--- src/design/sorted_priority_queue_defines.svh ---
// Assertion macros shared by the sorted priority queue RTL.
// Expects clk and rst in the scope of each use.
`ifndef SORTED_PRIORITY_QUEUE_DEFINES_SVH
`define SORTED_PRIORITY_QUEUE_DEFINES_SVH

// Condition that holds at every clock edge outside reset.
`define SPQ_ASSERT_ALWAYS(label, cond, msg) \
  label: assert property (@(posedge clk) disable iff (rst) (cond)) else $error(msg);

// Condition in one cycle implies a consequence in the next cycle.
`define SPQ_ASSERT_NEXT(label, ante, cons, msg) \
  label: assert property (@(posedge clk) disable iff (rst) (ante) |=> (cons)) \
    else $error(msg);

`endif

--- src/design/spq_pkg.sv ---
// Package for the sorted priority queue: payload types, cell control, codes.
// No dependencies.
`timescale 1ns / 1ps

package spq_pkg;

  localparam int SPQ_CAPACITY    = 16;
  localparam int SPQ_VALUE_WIDTH = 16;

  localparam int FIELD_VALUE_W = 16;
  localparam int FIELD_COUNT_W = 5;

  localparam logic REQ_ENQ = 1'b0;
  localparam logic REQ_DEQ = 1'b1;

  localparam logic [1:0] STATUS_OK    = 2'd0;
  localparam logic [1:0] STATUS_FULL  = 2'd1;
  localparam logic [1:0] STATUS_EMPTY = 2'd2;

  typedef struct packed {
    logic                     req_type;
    logic [FIELD_VALUE_W-1:0] in_value;
  } spq_req_t;

  typedef struct packed {
    logic [FIELD_VALUE_W-1:0] out_value;
    logic                     out_valid;
    logic [1:0]               status;
    logic [FIELD_COUNT_W-1:0] item_count;
  } spq_rsp_t;

  // Operation broadcast to every cell in the chain.
  typedef struct packed {
    logic enq;
    logic deq;
  } spq_op_t;

endpackage

--- src/design/sorted_priority_queue.sv ---
// Sorted minimum priority queue: a chain of compare-and-shift cells.
// Has the top-level result register and element count.
// Depends on spq_pkg, spq_cell and sorted_priority_queue_defines.svh.
//
// Usage:
//   req channel (req_valid/req_ready, req): req_type selects enqueue of
//   in_value or dequeue of the smallest stored value.
//   rsp channel (rsp_valid/rsp_ready, rsp): one item per request with the
//   dequeued value, status and the element count after the request.
// Every cell compares the broadcast value with its own and either keeps,
// takes the new value, or takes its neighbor's value, all at the same clock edge.
// The response is registered: it is valid in the cycle after the request is accepted.
// Throughput: one request per cycle while the receiver takes each response; the single compare in each cell sets it.
// A full queue drops an enqueue (status full), an empty queue flags a dequeue
// (status empty); neither changes the stored contents.
// Reset clears every valid bit and the count; the queue is empty at once.
// req_ready stays low while rst is high.
// When the receiver stalls, the response register holds its item and
// req_ready drops until the item is taken.
`timescale 1ns / 1ps
`include "sorted_priority_queue_defines.svh"

module sorted_priority_queue #(
  parameter int CAPACITY    = spq_pkg::SPQ_CAPACITY,
  parameter int VALUE_WIDTH = spq_pkg::SPQ_VALUE_WIDTH
) (
  input  logic              clk,
  input  logic              rst,
  input  logic              req_valid,
  output logic              req_ready,
  input  spq_pkg::spq_req_t req,
  output logic              rsp_valid,
  input  logic              rsp_ready,
  output spq_pkg::spq_rsp_t rsp
);

  localparam int CNT_W = $clog2(CAPACITY + 1);
  localparam int VW    = spq_pkg::FIELD_VALUE_W;
  localparam int XW    = (VALUE_WIDTH > VW) ? VALUE_WIDTH : VW;
  localparam int CW    = spq_pkg::FIELD_COUNT_W;
  localparam int EW    = (CNT_W > CW) ? CNT_W : CW;

  logic [VALUE_WIDTH-1:0] val [CAPACITY];
  logic [CAPACITY-1:0]    vld;
  logic [CAPACITY-1:0]    tk;

  logic [CNT_W-1:0] count;
  logic [CNT_W-1:0] count_next;
  logic             accept;
  logic             is_full;
  logic             is_empty;
  logic             enq_ok;
  logic             deq_ok;
  spq_pkg::spq_op_t op;

  logic [XW-1:0]          in_ext;
  logic [VALUE_WIDTH-1:0] new_value;
  logic [XW-1:0]          head_ext;
  logic [EW-1:0]          cnt_ext;
  spq_pkg::spq_rsp_t      rsp_next;

  assign req_ready = !rst && (!rsp_valid || rsp_ready);
  assign accept    = req_valid && req_ready;
  assign is_full   = (count == CNT_W'(CAPACITY));
  assign is_empty  = (count == '0);
  assign enq_ok    = accept && (req.req_type == spq_pkg::REQ_ENQ) && !is_full;
  assign deq_ok    = accept && (req.req_type == spq_pkg::REQ_DEQ) && !is_empty;
  assign op.enq    = enq_ok;
  assign op.deq    = deq_ok;

  // Mask or widen the input value to the stored width.
  assign in_ext    = XW'(req.in_value);
  assign new_value = in_ext[VALUE_WIDTH-1:0];

  for (genvar i = 0; i < CAPACITY; i++) begin : g_cell
    logic [VALUE_WIDTH-1:0] lv;
    logic                   lvld;
    logic                   ltk;
    logic [VALUE_WIDTH-1:0] rv;
    logic                   rvld;

    if (i == 0) begin : g_first
      assign lv   = new_value;
      assign lvld = 1'b0;
      assign ltk  = 1'b0;
    end else begin : g_mid_l
      assign lv   = val[i-1];
      assign lvld = vld[i-1];
      assign ltk  = tk[i-1];
    end

    if (i == CAPACITY - 1) begin : g_last
      assign rv   = new_value;
      assign rvld = 1'b0;
    end else begin : g_mid_r
      assign rv   = val[i+1];
      assign rvld = vld[i+1];
    end

    spq_cell #(
      .VALUE_WIDTH(VALUE_WIDTH)
    ) u_cell (
      .clk        (clk),
      .rst        (rst),
      .op         (op),
      .new_value  (new_value),
      .left_value (lv),
      .left_valid (lvld),
      .left_take  (ltk),
      .right_value(rv),
      .right_valid(rvld),
      .value      (val[i]),
      .valid      (vld[i]),
      .take       (tk[i])
    );
  end

  always_comb begin
    count_next = count;
    if (enq_ok) begin
      count_next = count + CNT_W'(1);
    end else if (deq_ok) begin
      count_next = count - CNT_W'(1);
    end
  end

  always_ff @(posedge clk) begin
    if (rst) begin
      count <= '0;
    end else begin
      count <= count_next;
    end
  end

  assign head_ext = XW'(val[0]);
  assign cnt_ext  = EW'(count_next);

  always_comb begin
    rsp_next.out_value  = '0;
    rsp_next.out_valid  = 1'b0;
    rsp_next.status     = spq_pkg::STATUS_OK;
    rsp_next.item_count = cnt_ext[CW-1:0];
    unique case (req.req_type)
      spq_pkg::REQ_ENQ: begin
        if (is_full) begin
          rsp_next.status = spq_pkg::STATUS_FULL;
        end
      end
      spq_pkg::REQ_DEQ: begin
        if (is_empty) begin
          rsp_next.status = spq_pkg::STATUS_EMPTY;
        end else begin
          rsp_next.out_value = head_ext[VW-1:0];
          rsp_next.out_valid = 1'b1;
        end
      end
      default: begin
        rsp_next.status = spq_pkg::STATUS_OK;
      end
    endcase
  end

  always_ff @(posedge clk) begin
    if (rst) begin
      rsp_valid <= 1'b0;
    end else if (accept) begin
      rsp_valid <= 1'b1;
    end else if (rsp_ready) begin
      rsp_valid <= 1'b0;
    end
  end

  always_ff @(posedge clk) begin
    if (accept) begin
      rsp <= rsp_next;
    end
  end

  `SPQ_ASSERT_ALWAYS(a_head_matches_count, vld[0] == (count != '0), "head valid vs count")
  `SPQ_ASSERT_ALWAYS(a_tail_matches_full, vld[CAPACITY-1] == is_full, "tail valid vs full")
  `SPQ_ASSERT_ALWAYS(a_sorted_head, !vld[1] || (val[0] <= val[1]), "head not smallest")
  `SPQ_ASSERT_NEXT(a_deq_count, deq_ok, count == $past(count) - CNT_W'(1), "deq count")

endmodule

--- src/design/spq_cell.sv ---
// One cell of the sorted chain: holds a value and its valid bit.
// Depends on spq_pkg (spq_op_t).
`timescale 1ns / 1ps

module spq_cell #(
  parameter int VALUE_WIDTH = spq_pkg::SPQ_VALUE_WIDTH
) (
  input  logic                   clk,
  input  logic                   rst,
  input  spq_pkg::spq_op_t       op,
  input  logic [VALUE_WIDTH-1:0] new_value,
  input  logic [VALUE_WIDTH-1:0] left_value,
  input  logic                   left_valid,
  input  logic                   left_take,
  input  logic [VALUE_WIDTH-1:0] right_value,
  input  logic                   right_valid,
  output logic [VALUE_WIDTH-1:0] value,
  output logic                   valid,
  output logic                   take
);

  // An empty cell counts as larger than anything, so take stays monotonic.
  assign take = !valid || (value >= new_value);

  always_ff @(posedge clk) begin
    if (rst) begin
      valid <= 1'b0;
    end else if (op.enq && take) begin
      if (left_take) begin
        // shift up behind the insertion point
        valid <= left_valid;
      end else begin
        valid <= 1'b1;
      end
    end else if (op.deq) begin
      valid <= right_valid;
    end
  end

  always_ff @(posedge clk) begin
    if (op.enq && take) begin
      value <= left_take ? left_value : new_value;
    end else if (op.deq) begin
      value <= right_value;
    end
  end

endmodule

--- config.mk ---
export PLATFORM = sky130hd
export DESIGN_NAME = sorted_priority_queue
export DESIGN_NICKNAME = d
export VERILOG_FILES = /design/src/design/spq_pkg.sv /design/src/design/sorted_priority_queue.sv /design/src/design/spq_cell.sv
export VERILOG_INCLUDE_DIRS = /design/src /design/src/design
export SDC_FILE = /design/constraint.sdc
export NUM_CORES = 1
export LEC_CHECK = 0
export ABC_CLOCK_PERIOD_IN_PS = 5600
export BUFFER_PORTS_ARGS = -buffer_cell sky130_fd_sc_hd__buf_2
export CORE_ASPECT_RATIO = 1.75
export CORE_MARGIN = 3
export CORE_UTILIZATION = 47
export DETAILED_ROUTE_END_ITERATION = 12
export GPL_ROUTABILITY_DRIVEN = 0
export PLACE_DENSITY_LB_ADDON = 0.15
export SETUP_SLACK_MARGIN = 0.1
export SLEW_MARGIN = 20
export SYNTH_ARGS = -nofsm -noshare
export SYNTH_HDL_FRONTEND = slang
export SYNTH_SLANG_ARGS = --single-unit
--- constraint.sdc ---
create_clock -name clk -period 5.6 [get_ports clk]
set_clock_uncertainty 0.1 [all_clocks]
set_input_delay 0 -clock clk [delete_from_list [all_inputs] [get_ports clk]]
set_output_delay 0 -clock clk [all_outputs]
set_load 0.1 [all_outputs]
# Yosys cells after proc, flatten, opt, wreduce, memory -nomap -nowiden
# Cells that the tools add are included.
dict set report classes {
  n_lt_le_gt_ge 16
  reduce_logical 78
  n_mux 102
  addsub 2
  n_eq_ne 1
  bitwise_logic 1
}
# operator n
set op_table {}
lappend op_table {{$mux W16} 47}
lappend op_table {{$ge A16 B16 Y1} 16}
lappend op_table {{$mux W1} 51}
lappend op_table {{$reduce_bool A2 Y1} 17}
lappend op_table {{$logic_and A1 B1 Y1} 22}
lappend op_table {{$logic_not A1 Y1} 20}
lappend op_table {{$logic_or A1 B1 Y1} 17}
lappend op_table {{$mux W5} 2}
lappend op_table {{$add A5 B1 Y5 const B} 1}
lappend op_table {{$eq A5 B5 Y1 const B} 1}
lappend op_table {{$logic_not A5 Y1} 1}
lappend op_table {{$sub A5 B1 Y5 const B} 1}
lappend op_table {{$pmux W2 S2} 1}
lappend op_table {{$mux W2} 1}
lappend op_table {{$reduce_or A2 Y1} 1}
lappend op_table {{$not A1 Y1} 1}
dict set report word_totals {
  inputBits 21
  regBits 302
  elab_cells 238
  output_inout_bits 26
}

# Depth between registers and ports, before layout
# Gate-level depths: netlist of the first run.
dict set report logic_depth {
  depth_word 8
  depth_mapped 13
  mapped_depth_nobuf 8
}

# Modules after synthesis
# A second synthesis of the first run with hierarchy kept.
dict set report unflattened {
  hier_cells 2244
  area_unflattened_um2 23475.0
}
# module area_per_inst_um2 instances seq_area_each_um2 cells_each
set modules_own_cells {}
lappend modules_own_cells {{spq_cell at g_cell[0].u_cell ...} 1381.3 15 500.5 133}
lappend modules_own_cells {sorted_priority_queue 1377.6 1 840.8 116}
lappend modules_own_cells {{spq_cell at g_cell[14].u_cell} 1377.6 1 500.5 133}

# Worst setup path before layout of the first run
# OpenSTA, ideal clock, no wires.
dict set report synth_path {
  path_kind {register -> register}
  start {register rsp_valid}
  end {register g_cell[12].u_cell.value[0], enable pin}
  path_slack_ns 1.080
  required_time_ns 5.128
  arrival_time_ns 4.049
  stages_incl_launch_ff 7
  period_less_slack_ns 4.520
  setup_time_ns 0.372
  path_buffers 2
  path_cell_list {dfxtp_1 nor2b_1 nor3b_1 nand2_1 buf_2 buf_1 nand2_1}
}
dict set report synth_between {
  elab_chain_cells 8
  word_cells_on_any_way 10
  classes_between {reduce/logical (10)}
}
# item line_no
set synth_lines {}
lappend synth_lines {{from (decl)} sorted_priority_queue.sv:32} ;# output logic rsp_valid,
lappend synth_lines {{from (signal assigned)} sorted_priority_queue.sv:165} ;# rsp_valid <= 1'b0;
lappend synth_lines {{from (signal assigned)} sorted_priority_queue.sv:167} ;# rsp_valid <= 1'b1;
lappend synth_lines {{from (signal assigned)} sorted_priority_queue.sv:169} ;# rsp_valid <= 1'b0;
lappend synth_lines {{$logic_not A1 Y1 (*)} sorted_priority_queue.sv:62} ;# assign req_ready = !rst && (!rsp_valid || rsp_ready);
lappend synth_lines {{$logic_or A1 B1 Y1 (*)} sorted_priority_queue.sv:62}
lappend synth_lines {{$logic_and A1 B1 Y1 (*)} sorted_priority_queue.sv:62}
lappend synth_lines {{$logic_and A1 B1 Y1 (*)} sorted_priority_queue.sv:63} ;# assign accept = req_valid && req_ready;
lappend synth_lines {{via accept} sorted_priority_queue.sv:49} ;# logic accept;
lappend synth_lines {{$logic_and A1 B1 Y1 (2 in a row)} sorted_priority_queue.sv:66} ;# assign enq_ok = accept && (req.req_type == spq_pkg::REQ_ENQ) && !is_full;
lappend synth_lines {{$logic_and A1 B1 Y1} spq_cell.sv:41} ;# if (op.enq && take) begin
lappend synth_lines {{$reduce_bool A2 Y1 (no source line) (*)} -}
lappend synth_lines {{to (signal assigned)} spq_cell.sv:42} ;# value <= left_take ? left_value : new_value;
lappend synth_lines {{to (signal assigned)} spq_cell.sv:44} ;# value <= right_value;
lappend synth_lines {{to (decl)} spq_cell.sv:17} ;# output logic [VALUE_WIDTH-1:0] value,
# Mark *: on every way through the listed nets, which the timed path passes. The rest lies on a longest branch.
# A chain may end at the register's enable or synchronous reset.

# Worst setup path in the final report of the first run
dict set report layout_path {
  start {input port req[15] (netlist name)}
  end {register g_cell[13].u_cell.value[3] (data pin)}
}
dict set report layout_between {
  elab_chain_cells 4
  word_cells_on_any_way 7
  classes_between {order compare (2); mux (2); reduce/logical (3)}
}
# item line_no
set layout_lines {}
lappend layout_lines {{from (decl)} sorted_priority_queue.sv:31} ;# input spq_pkg::spq_req_t req,
lappend layout_lines {{$ge A16 B16 Y1} spq_cell.sv:23} ;# assign take = !valid || (value >= new_value);
lappend layout_lines {{$logic_or A1 B1 Y1} spq_cell.sv:23}
lappend layout_lines {{$mux W16 / $logic_and A1 B1 Y1 (equally long branches)} {spq_cell.sv:42, spq_cell.sv:41}}
lappend layout_lines {{$mux W16 (*)} spq_cell.sv:41}
lappend layout_lines {{to (signal assigned)} spq_cell.sv:42}
lappend layout_lines {{to (signal assigned)} spq_cell.sv:44}
lappend layout_lines {{to (decl)} spq_cell.sv:17}
# Mark *: on every way between the ends. The rest lies on a longest branch, timed or not.

==> metrics.md, run 1 <==
| Metric | Value |
|---|---|
| Status | `completed` |
| Post-DP HPWL | `48,900 um` |
| Placed cells | `2,423` |
| Slowest-stage cell, CP | `nor3_4` |
| Sequential Power Share | `47.9%` |
| Part of the cycle the worst path needs | `76.4%` |
| Sequence of cells on the critical path | `dlygate4sd3_1 -> buf_2 -> inv_1 -> ha_1 -> and4_1 -> a311oi_1 -> o31ai_1 -> nor3_4 -> mux2_2 -> mux2_2` |
| Area contributors post-synth | `edfxtp_1 41%, ha_1 16%, mux2i_1 10%, a21oi_1 5.4%, nor2_1 2.9%` |
| Synth async-reset ratio | `0%` |
| Setup ws final | `1.32 ns` |
| First-pass GRT wire length | `95,300 um` |
| GRT Resource Usage Total | `26.9%` |
| Die extent in x | `165 um` |
| Synth top area share | `40.7%` |
| CTS root buf | `clkbuf_16` |
| Avg Cell Area, Syn | `11.0 sq um` |
| Clk_lat worst skew | `0.59 ns` |
| Die ar. | `46,600 sq um` |
| Worst slew pin tran | `1.03 ns` |
| Ratio of cells with drive above 1 in the final layout | `12.0%` |
| Fin cells | `2,501` |
| Worst setup EP type | `register` |
| Commonest cells after routing, fill and taps aside | `280 x edfxtp_1, 258 x ha_1, 220 x a21oi_1` |
| Crit Path Category | `in -> reg` |
| Max stage delay on crit path | `0.84 ns` |
| Post-route DRC | `0` |
| Most used DFF post-synth | `edfxtp_1` |
| Power share of the combinational group | `14.5%` |
| Sequential-to-total area share from yosys stat | `42.8%` |
| Post-Route WL | `63,300 um` |
| Post_cts resized | `0` |
| Power, Total | `5.55 mW` |
| # Max-Cap Violations | `0` |
| Yosys warning count | `0` |
| Pwr dens | `245 nW/um^2` |
| Layout area overhead | `9.55%` |
| Crit path time final | `4.28 ns` |
| Total negative slack | `0 ns` |
| # IOs | `47` |
| Leading area contributor after synthesis | `edfxtp_1` |
| Largest net degree at the start of global routing | `49` |
| Clk slew on worst S/H paths | `0.06 ns` |
| Initial antenna violation count | `4` |
| Core box area | `43,500 sq um` |
| Commonest non-fill, non-tap cell in the layout | `edfxtp_1` |
| Vias | `15,400` |
| Final setup fails | `0` |
| CP arrival | `4.51 ns` |
| Max Fclk | `234 MHz` |
| Initial DRC Count | `967` |
| Critical path's most frequent cell | `mux2_2` |
| Clock power share | `37.6%` |
| Util after Layout | `52.1%` |
| Num CTS Buffers | `31` |
| Antenna-violating nets left | `0` |
| H-tree levels | `1` |
| Delay-heaviest family, CP | `buffers and inverters` |
| Net switching power | `1.52 mW` |
| Critical Path Start Type | `input pin` |
| Drt pass-1 iters | `5` |
| Initial core utilization | `47.5%` |
| Number of global-route vias before repair | `16,000` |
| Number of synthesized register bits | `302` |
| VDD IR-drop max | `0.000210 V` |
| Max Slew Vio Count | `0` |
| Gate count after technology mapping | `1,884` |
| RSZ-0062 raised after global routing | `false` |
| Cell row count | `101` |
| Hold Fails Final Rpt | `0` |
| CTS sink count | `302` |
| Yosys cell types | `66` |
| Critical path buffers and inverters | `3` |
| Avg WL per Cell | `25.3 um` |
| Synthesized area | `20,700 sq um` |
| Fillers | `3,957` |
| Power Internal | `4.03 mW` |
| Vert. Die Dim | `283 um` |
| Grt ovf | `0` |
| Post-Syn Nets | `2,163` |
| Worst hold path type | `in -> reg` |
| Vias/cell | `6.15` |
| CTS tree | `yes` |
| Port Buffer Count | `46` |
| Clock Tree Buf Depth | `3` |
| Required @ worst endpoint | `5.82 ns` |
| Worst slack, placed | `1.42 ns` |
| Slew margin rel. | `31.2%` |
| Post-layout net count | `2,191` |
| Sw Share | `27.4%` |
| Pleak | `9.73 nW` |
| Post-CTS Setup Inserts | `0` |
| Number of flops mapped to enable cells by yosys | `280` |
| Max FO, Critical Path | `17` |
-- area by class of cell --
type	count	area [sq um]	share of cell area, %
multi-input cells	1429	11200	49.5
flip-flops and latches	302	8850	39.1
clock buffers	41	833	3.68
repair buffers	105	733	3.24
well taps	566	708	3.13
inverters	43	161	0.713
clock inverters	12	133	0.586
diodes	3	7.51	0.0332
-- cell usage after synthesis, types with 4 or more instances --
cell type / instances
edfxtp_1: 280
ha_1: 258
a21oi_1: 221
mux2i_1: 213
nor2_1: 160
o21ai_0: 103
nand2_1: 79
clkbuf_1: 64
mux2_2: 52
inv_1: 43
buf_2: 38
and2_1: 31
a31oi_1: 23
a211oi_1: 22
dfxtp_1: 22
and4_1: 21
nand4_1: 18
nand2b_1: 16
o211ai_1: 16
a2111oi_0: 13
and3_1: 13
o21a_1: 13
nor2b_1: 12
o31ai_1: 11
mux2_4: 10
or3_1: 10
or2_2: 9
a21o_1: 8
a22oi_1: 8
a31oi_2: 8
nand3_2: 8
o311a_1: 8
nand3_1: 7
nand3b_1: 6
a211o_1: 5
nor3_1: 5
buf_4: 4
nor4_1: 4
-- final timing paths --
| check | end | cells after the start | startpoint | slack [ns] |
|---|---|---|---|---|
| setup reg to reg | g_cell[13].u_cell.value[3] | 7 | g_cell[12].u_cell.value[15] | 1.76 |
| hold reg to reg | g_cell[12].u_cell.valid | 2 | g_cell[12].u_cell.valid | 0.40 |
| hold / removal | rsp[5] | 4 | rsp_ready | 0.16 |
| setup / recovery | g_cell[13].u_cell.value[3] | 10 | req[15] | 1.32 |
-- state kept, by name (all words and copies together) (netlist names) --
signal,flops
g_cell.u_cell.valid,16
g_cell.u_cell.value,256
rsp,24
count,5
rsp_valid,1
-- power by group through the flow --
stage	Clock, mW	Combinational [mW]	Sequential [mW]
6_report	2.09	0.804	2.66
3_3_place_gp	0	0.762	2.71
3_5_place_dp	0	0.786	2.71
5_1_grt	2.21	0.891	2.67
4_1_cts	2.12	0.804	2.66
2_1_floorplan	0	0.502	2.72
-- cell families (layout without fill, tap and decap cells) --
group,count (synthesis),count (layout),synth area share (%)
AOI/OAI and AO/OA,486,486,14.4
and+or+nand+nor,406,406,9.92
DFF,302,302,42.8
muxes,276,276,13.9
adders and majority gates,258,258,15.6
buffers and inverters,153,201,3.15
xor gates and xnor gates,3,3,0.127
other,0,3,0
-- per-stage QoR --
step           hold slack [ns]  cell area [sq um]
4_1_cts                  0.148              22600
3_5_place_dp             0.142              21400
2_1_floorplan           0.0207              20700
6_report                 0.165              22600
3_3_place_gp             0.138              21400
5_1_grt                  0.215              22600
-- metal layers --
| layer | routed length, um | track usage (%) | vias up | share of wire [%] |
|---|---|---|---|---|
| li1 | - | - | 7252 | - |
| met1 | 21000 | 25.7 | 7489 | 33 |
| met2 | 35600 | 52.7 | 424 | 56 |
| met3 | 1840 | 2.51 | 217 | 2.9 |
| met4 | 4850 | 17.7 | 0 | 7.7 |
| met5 | 0 | 0 | - | 0 |
-- tightest hold or removal path, stage by stage --
cell and delay, ns:
buf_2 0.08, nor2b_1 0.07, nor3b_2 0.15, buf_4 0.35
-- repair_timing --
item,CTS,global route
hold buffers,21,0
hold endpoints to repair,250,0
endpoints found under the setup margin,0,0
No activity file was read; power rests on OpenSTA's default activity.
==> run 2, diff against run 1 <==
Settings changed: ABC_AREA set to 1, ABC_CLOCK_PERIOD_IN_PS 5600 to 4019.
Clock period 5.6 ns to 4.02 ns, I/O delays scaled along.
==> run 2 against run 1 <==
Against the previous run:
- worst hold slack got worse by 0.12 ns
- cell count rose by 37%
- largest cell class unchanged
- combinational power rose by 79%
- core utilization rose by 0.70 points
- wire length rose by 21%
- worst setup slack got worse by 0.74 ns
- first-iteration DRC count rose by 37%
- design area rose by 6.1%
- largest power group unchanged
- non-clock buffer count rose by 36
- sequential power rose by 41%
- critical path depth rose by 2
- clock power rose by 56%
==> metrics.md, run 2 <==
| Metric | Value |
|---|---|
| Most frequent cells after synthesis | `1,098 x nand2_1, 280 x edfxtp_1, 258 x ha_1 (was 280 x edfxtp_1, 258 x ha_1, 221 x a21oi_1)` |
| Gate count after technology mapping | `2,766 (was 1,884)` |
| Met3 wire len | `3270 um (was 1840 um)` |
| RSZ-0062 raised after global routing | `false (unchanged)` |
| Max reg flops | `256 (unchanged)` |
| Hold depth | `3 (was 4)` |
| Number of global-route vias before repair | `19,700 (was 16,000)` |
| Cell row count | `103 (was 101)` |
| Hold Path End | `g_cell[10].u_cell.value[0] (was rsp[5])` |
| Max Slew Vio Count | `0 (unchanged)` |
| Yosys cell types | `44 (was 66)` |
| Post-layout net count | `3,102 (was 2,191)` |
| Highest metal used | `met4 (unchanged)` |
| Required @ worst endpoint | `4.19 ns (was 5.82 ns)` |
| Max FO, Critical Path | `16 (was 17)` |
| CP arrival | `3.62 ns (was 4.51 ns)` |
| Post-Route WL | `76,500 um (was 63,300 um)` |
| Most flops, register | `g_cell.u_cell.value (unchanged)` |
| Initial antenna violation count | `0 (was 4)` |
| Grt ovf | `0 (unchanged)` |
| Number of synthesized register bits | `302 (unchanged)` |
| Post-route DRC | `0 (unchanged)` |
| Power Internal | `5.96 mW (was 4.03 mW)` |
| R2R Path End | `g_cell[7].u_cell.value[10] (was g_cell[13].u_cell.value[3])` |
| Antenna-violating nets left | `0 (unchanged)` |
| Synthesized area | `21,800 sq um (was 20,700 sq um)` |
| RR Startpoint | `g_cell[7].u_cell.value[15] (was g_cell[12].u_cell.value[15])` |
| Worst hold path type | `in -> reg (unchanged)` |
| Met1 wire length | `24,100 um (was 21,000 um)` |
| Clk slew on worst S/H paths | `0.07 ns (was 0.06 ns)` |
| Clock Tree Buf Depth | `3 (unchanged)` |
| Post-Syn Nets | `3,045 (was 2,163)` |
| Sequential-to-total area share from yosys stat | `40.6% (was 42.8%)` |
| Max Fclk | `290 MHz` |
| Sw Share | `29.5% (was 27.4%)` |
| CTS root buf | `clkbuf_16 (unchanged)` |
| Setup ws final | `0.575 ns (was 1.32 ns)` |
| Synth async-reset ratio | `0% (unchanged)` |
| Number of flops mapped to enable cells by yosys | `280 (unchanged)` |
| Initial DRC Count | `1,324 (was 967)` |
| GRT Resource Usage Total | `30.6% (was 26.9%)` |
| Worst setup EP type | `register (unchanged)` |
| Crit Path Category | `in -> reg (unchanged)` |
| Power, Total | `8.46 mW (was 5.55 mW)` |
| R2R depth | `8 (was 7)` |
| CTS sink count | `302 (unchanged)` |
| Worst slew pin tran | `0.918 ns (was 1.03 ns)` |
| Ratio of cells with drive above 1 in the final layout | `7.79% (was 12.0%)` |
| Status | `completed (unchanged)` |
| Most used DFF post-synth | `edfxtp_1 (unchanged)` |
| Leading area contributor after synthesis | `edfxtp_1 (unchanged)` |
| Commonest cells after routing, fill and taps aside | `1,097 x nand2_1, 280 x edfxtp_1, 258 x ha_1 (was 280 x edfxtp_1, 258 x ha_1, 220 x a21oi_1)` |
| # IOs | `47 (unchanged)` |
| DR WL met2 | `40,100 um (was 35,600 um)` |
| CTS tree | `yes (unchanged)` |
| Die ar. | `49,100 sq um (was 46,600 sq um)` |
| Pwr dens | `352 nW/um^2 (was 245 nW/um^2)` |
| Clk_lat worst skew | `0.60 ns (was 0.59 ns)` |
| Slew margin rel. | `38.8% (was 31.2%)` |
| Final setup fails | `0 (unchanged)` |
| Fillers | `4,395 (was 3,957)` |
| Yosys warning count | `0 (unchanged)` |
| Min-delay src | `req[0] (was rsp_ready)` |
| Critical Path Start Type | `input pin (unchanged)` |
| Sequential Power Share | `44.4% (was 47.9%)` |
| Synth top area share | `38.6% (was 40.7%)` |
| Part of the cycle the worst path needs | `85.7%` |
| Hold Fails Final Rpt | `0 (unchanged)` |
| Reg area | `8850 sq um (unchanged)` |
| Crit path time final | `3.45 ns` |
| # Max-Cap Violations | `0 (unchanged)` |
| Clock power share | `38.6% (was 37.6%)` |
| Vias | `19,600 (was 15,400)` |
| Die extent in x | `169 um (was 165 um)` |
| Avg WL per Cell | `22.3 um (was 25.3 um)` |
| First-pass GRT wire length | `114,000 um (was 95,300 um)` |
| Power share of the combinational group | `17.0% (was 14.5%)` |
| H-tree levels | `1 (unchanged)` |
| Commonest non-fill, non-tap cell in the layout | `nand2_1 (was edfxtp_1)` |
| Post-CTS Setup Inserts | `0 (unchanged)` |
| Util after Layout | `52.8% (was 52.1%)` |
| Biggest regs | `g_cell.u_cell.value x256, rsp x24, g_cell.u_cell.valid x16 (unchanged)` |
| VDD IR-drop max | `0.000306 V (was 0.000210 V)` |
| Count leader, synth | `nand2_1 (was edfxtp_1)` |
| Drt pass-1 iters | `6 (was 5)` |
| Num CTS Buffers | `31 (unchanged)` |
| Initial core utilization | `47.9% (was 47.5%)` |
| Total negative slack | `0 ns (unchanged)` |
| Footprint of the multi-input gates | `11,400 sq um (was 11,200 sq um)` |
| Layout area overhead | `10.2% (was 9.55%)` |
| Internal reg-to-reg setup slack | `0.96 ns (was 1.76 ns)` |
| Vias/cell | `5.72 (was 6.15)` |
| Net switching power | `2.49 mW (was 1.52 mW)` |
| Worst slack, placed | `0.756 ns (was 1.42 ns)` |
| Largest net degree at the start of global routing | `48 (was 49)` |
| Core box area | `45,500 sq um (was 43,500 sq um)` |
| Avg Cell Area, Syn | `7.88 sq um (was 11.0 sq um)` |
| Port Buffer Count | `46 (unchanged)` |
| Area contributors post-synth | `edfxtp_1 39%, nand2_1 19%, ha_1 15%, o21ai_0 3.8%, inv_1 3.5% (was edfxtp_1 41%, ha_1 16%, mux2i_1 10%, a21oi_1 5.4%, nor2_1 2.9%)` |
| Post-DP HPWL | `59,300 um (was 48,900 um)` |
| Vert. Die Dim | `291 um (was 283 um)` |
| Pleak | `11.5 nW (was 9.73 nW)` |
## run 2: cell type report
type	count	share of cell area, %
clock buffers	35	3.38
flip-flops and latches	302	36.8
clock inverters	23	1.28
repair buffers	141	4.50
well taps	577	3.01
diodes	1	0.0104
inverters	215	3.43
multi-input cells	2132	47.5
## run 2: worst max path at each step
stage / endpoint / from / slack [ns]
detailed placement: g_cell[7].u_cell.value[5] / req[8] / 0.76
finish: g_cell[7].u_cell.value[10] / req[13] / 0.57
floorplan: g_cell[2].u_cell.value[0] / rsp_valid / 0.32
global route: g_cell[7].u_cell.value[3] / req[13] / 0.52
CTS: g_cell[7].u_cell.value[13] / req[8] / 0.82
global placement: g_cell[7].u_cell.value[7] / req[8] / 0.75
## run 2: metal layers
metal  up-vias  global-route usage, %
li1       9347                      -
met3       402                   4.02
met1      9104                   27.6
met5         -                      0
met4         0                   28.7
met2       728                   57.1
## run 2: cell families (layout without fill, tap and decap cells)
group / Yosys count / in the layout / share of synthesized area, %
xor gates and xnor gates: 4 / 4 / 0.161
other: 0 / 1 / 0
DFF: 302 / 302 / 40.6
muxes: 1 / 1 / 0.0459
AOI/OAI and AO/OA: 383 / 383 / 9.32
buffers and inverters: 332 / 414 / 7.03
adders and majority gates: 258 / 258 / 14.8
and+or+nand+nor: 1486 / 1486 / 28.0
## run 2: repair_timing
action / CTS / global route
gates resized for setup: 0 / 0
hold buffers: 20 / 0
endpoints found under the hold margin: 104 / 0
## run 2: power groups by stage
| stage | Sequential (mW) | Clock (mW) | Combinational, mW |
|---|---|---|---|
| after floorplan | 3.83 | 0 | 0.893 |
| after global placement | 3.82 | 0 | 1.37 |
| after detailed placement | 3.82 | 0 | 1.41 |
| after CTS | 3.75 | 3.30 | 1.43 |
| after global routing | 3.76 | 3.40 | 1.60 |
| final | 3.76 | 3.26 | 1.44 |
## run 2: worst max-delay path, stage by stage
cell and delay, ns:
dlygate4sd3_1 0.55, buf_2 0.17, inv_1 0.56, buf_4 0.34
ha_1 0.18, nand2_1 0.07, nor4_1 0.77, nand2_1 0.16
nand2_1 0.15, nand2_2 0.20, nand2_1 0.13, buf_4 0.28
## run 2: stage by stage
stage / instance area, sq um / hold WS [ns] / cells
after global routing: 24000 / 0.0406 / 3425
after CTS: 24000 / 0.0179 / 3425
final: 24000 / 0.0440 / 3426
after floorplan: 21800 / 0.0207 / 2766
after detailed placement: 22700 / 0.147 / 3347
after global placement: 22700 / 0.138 / 3347
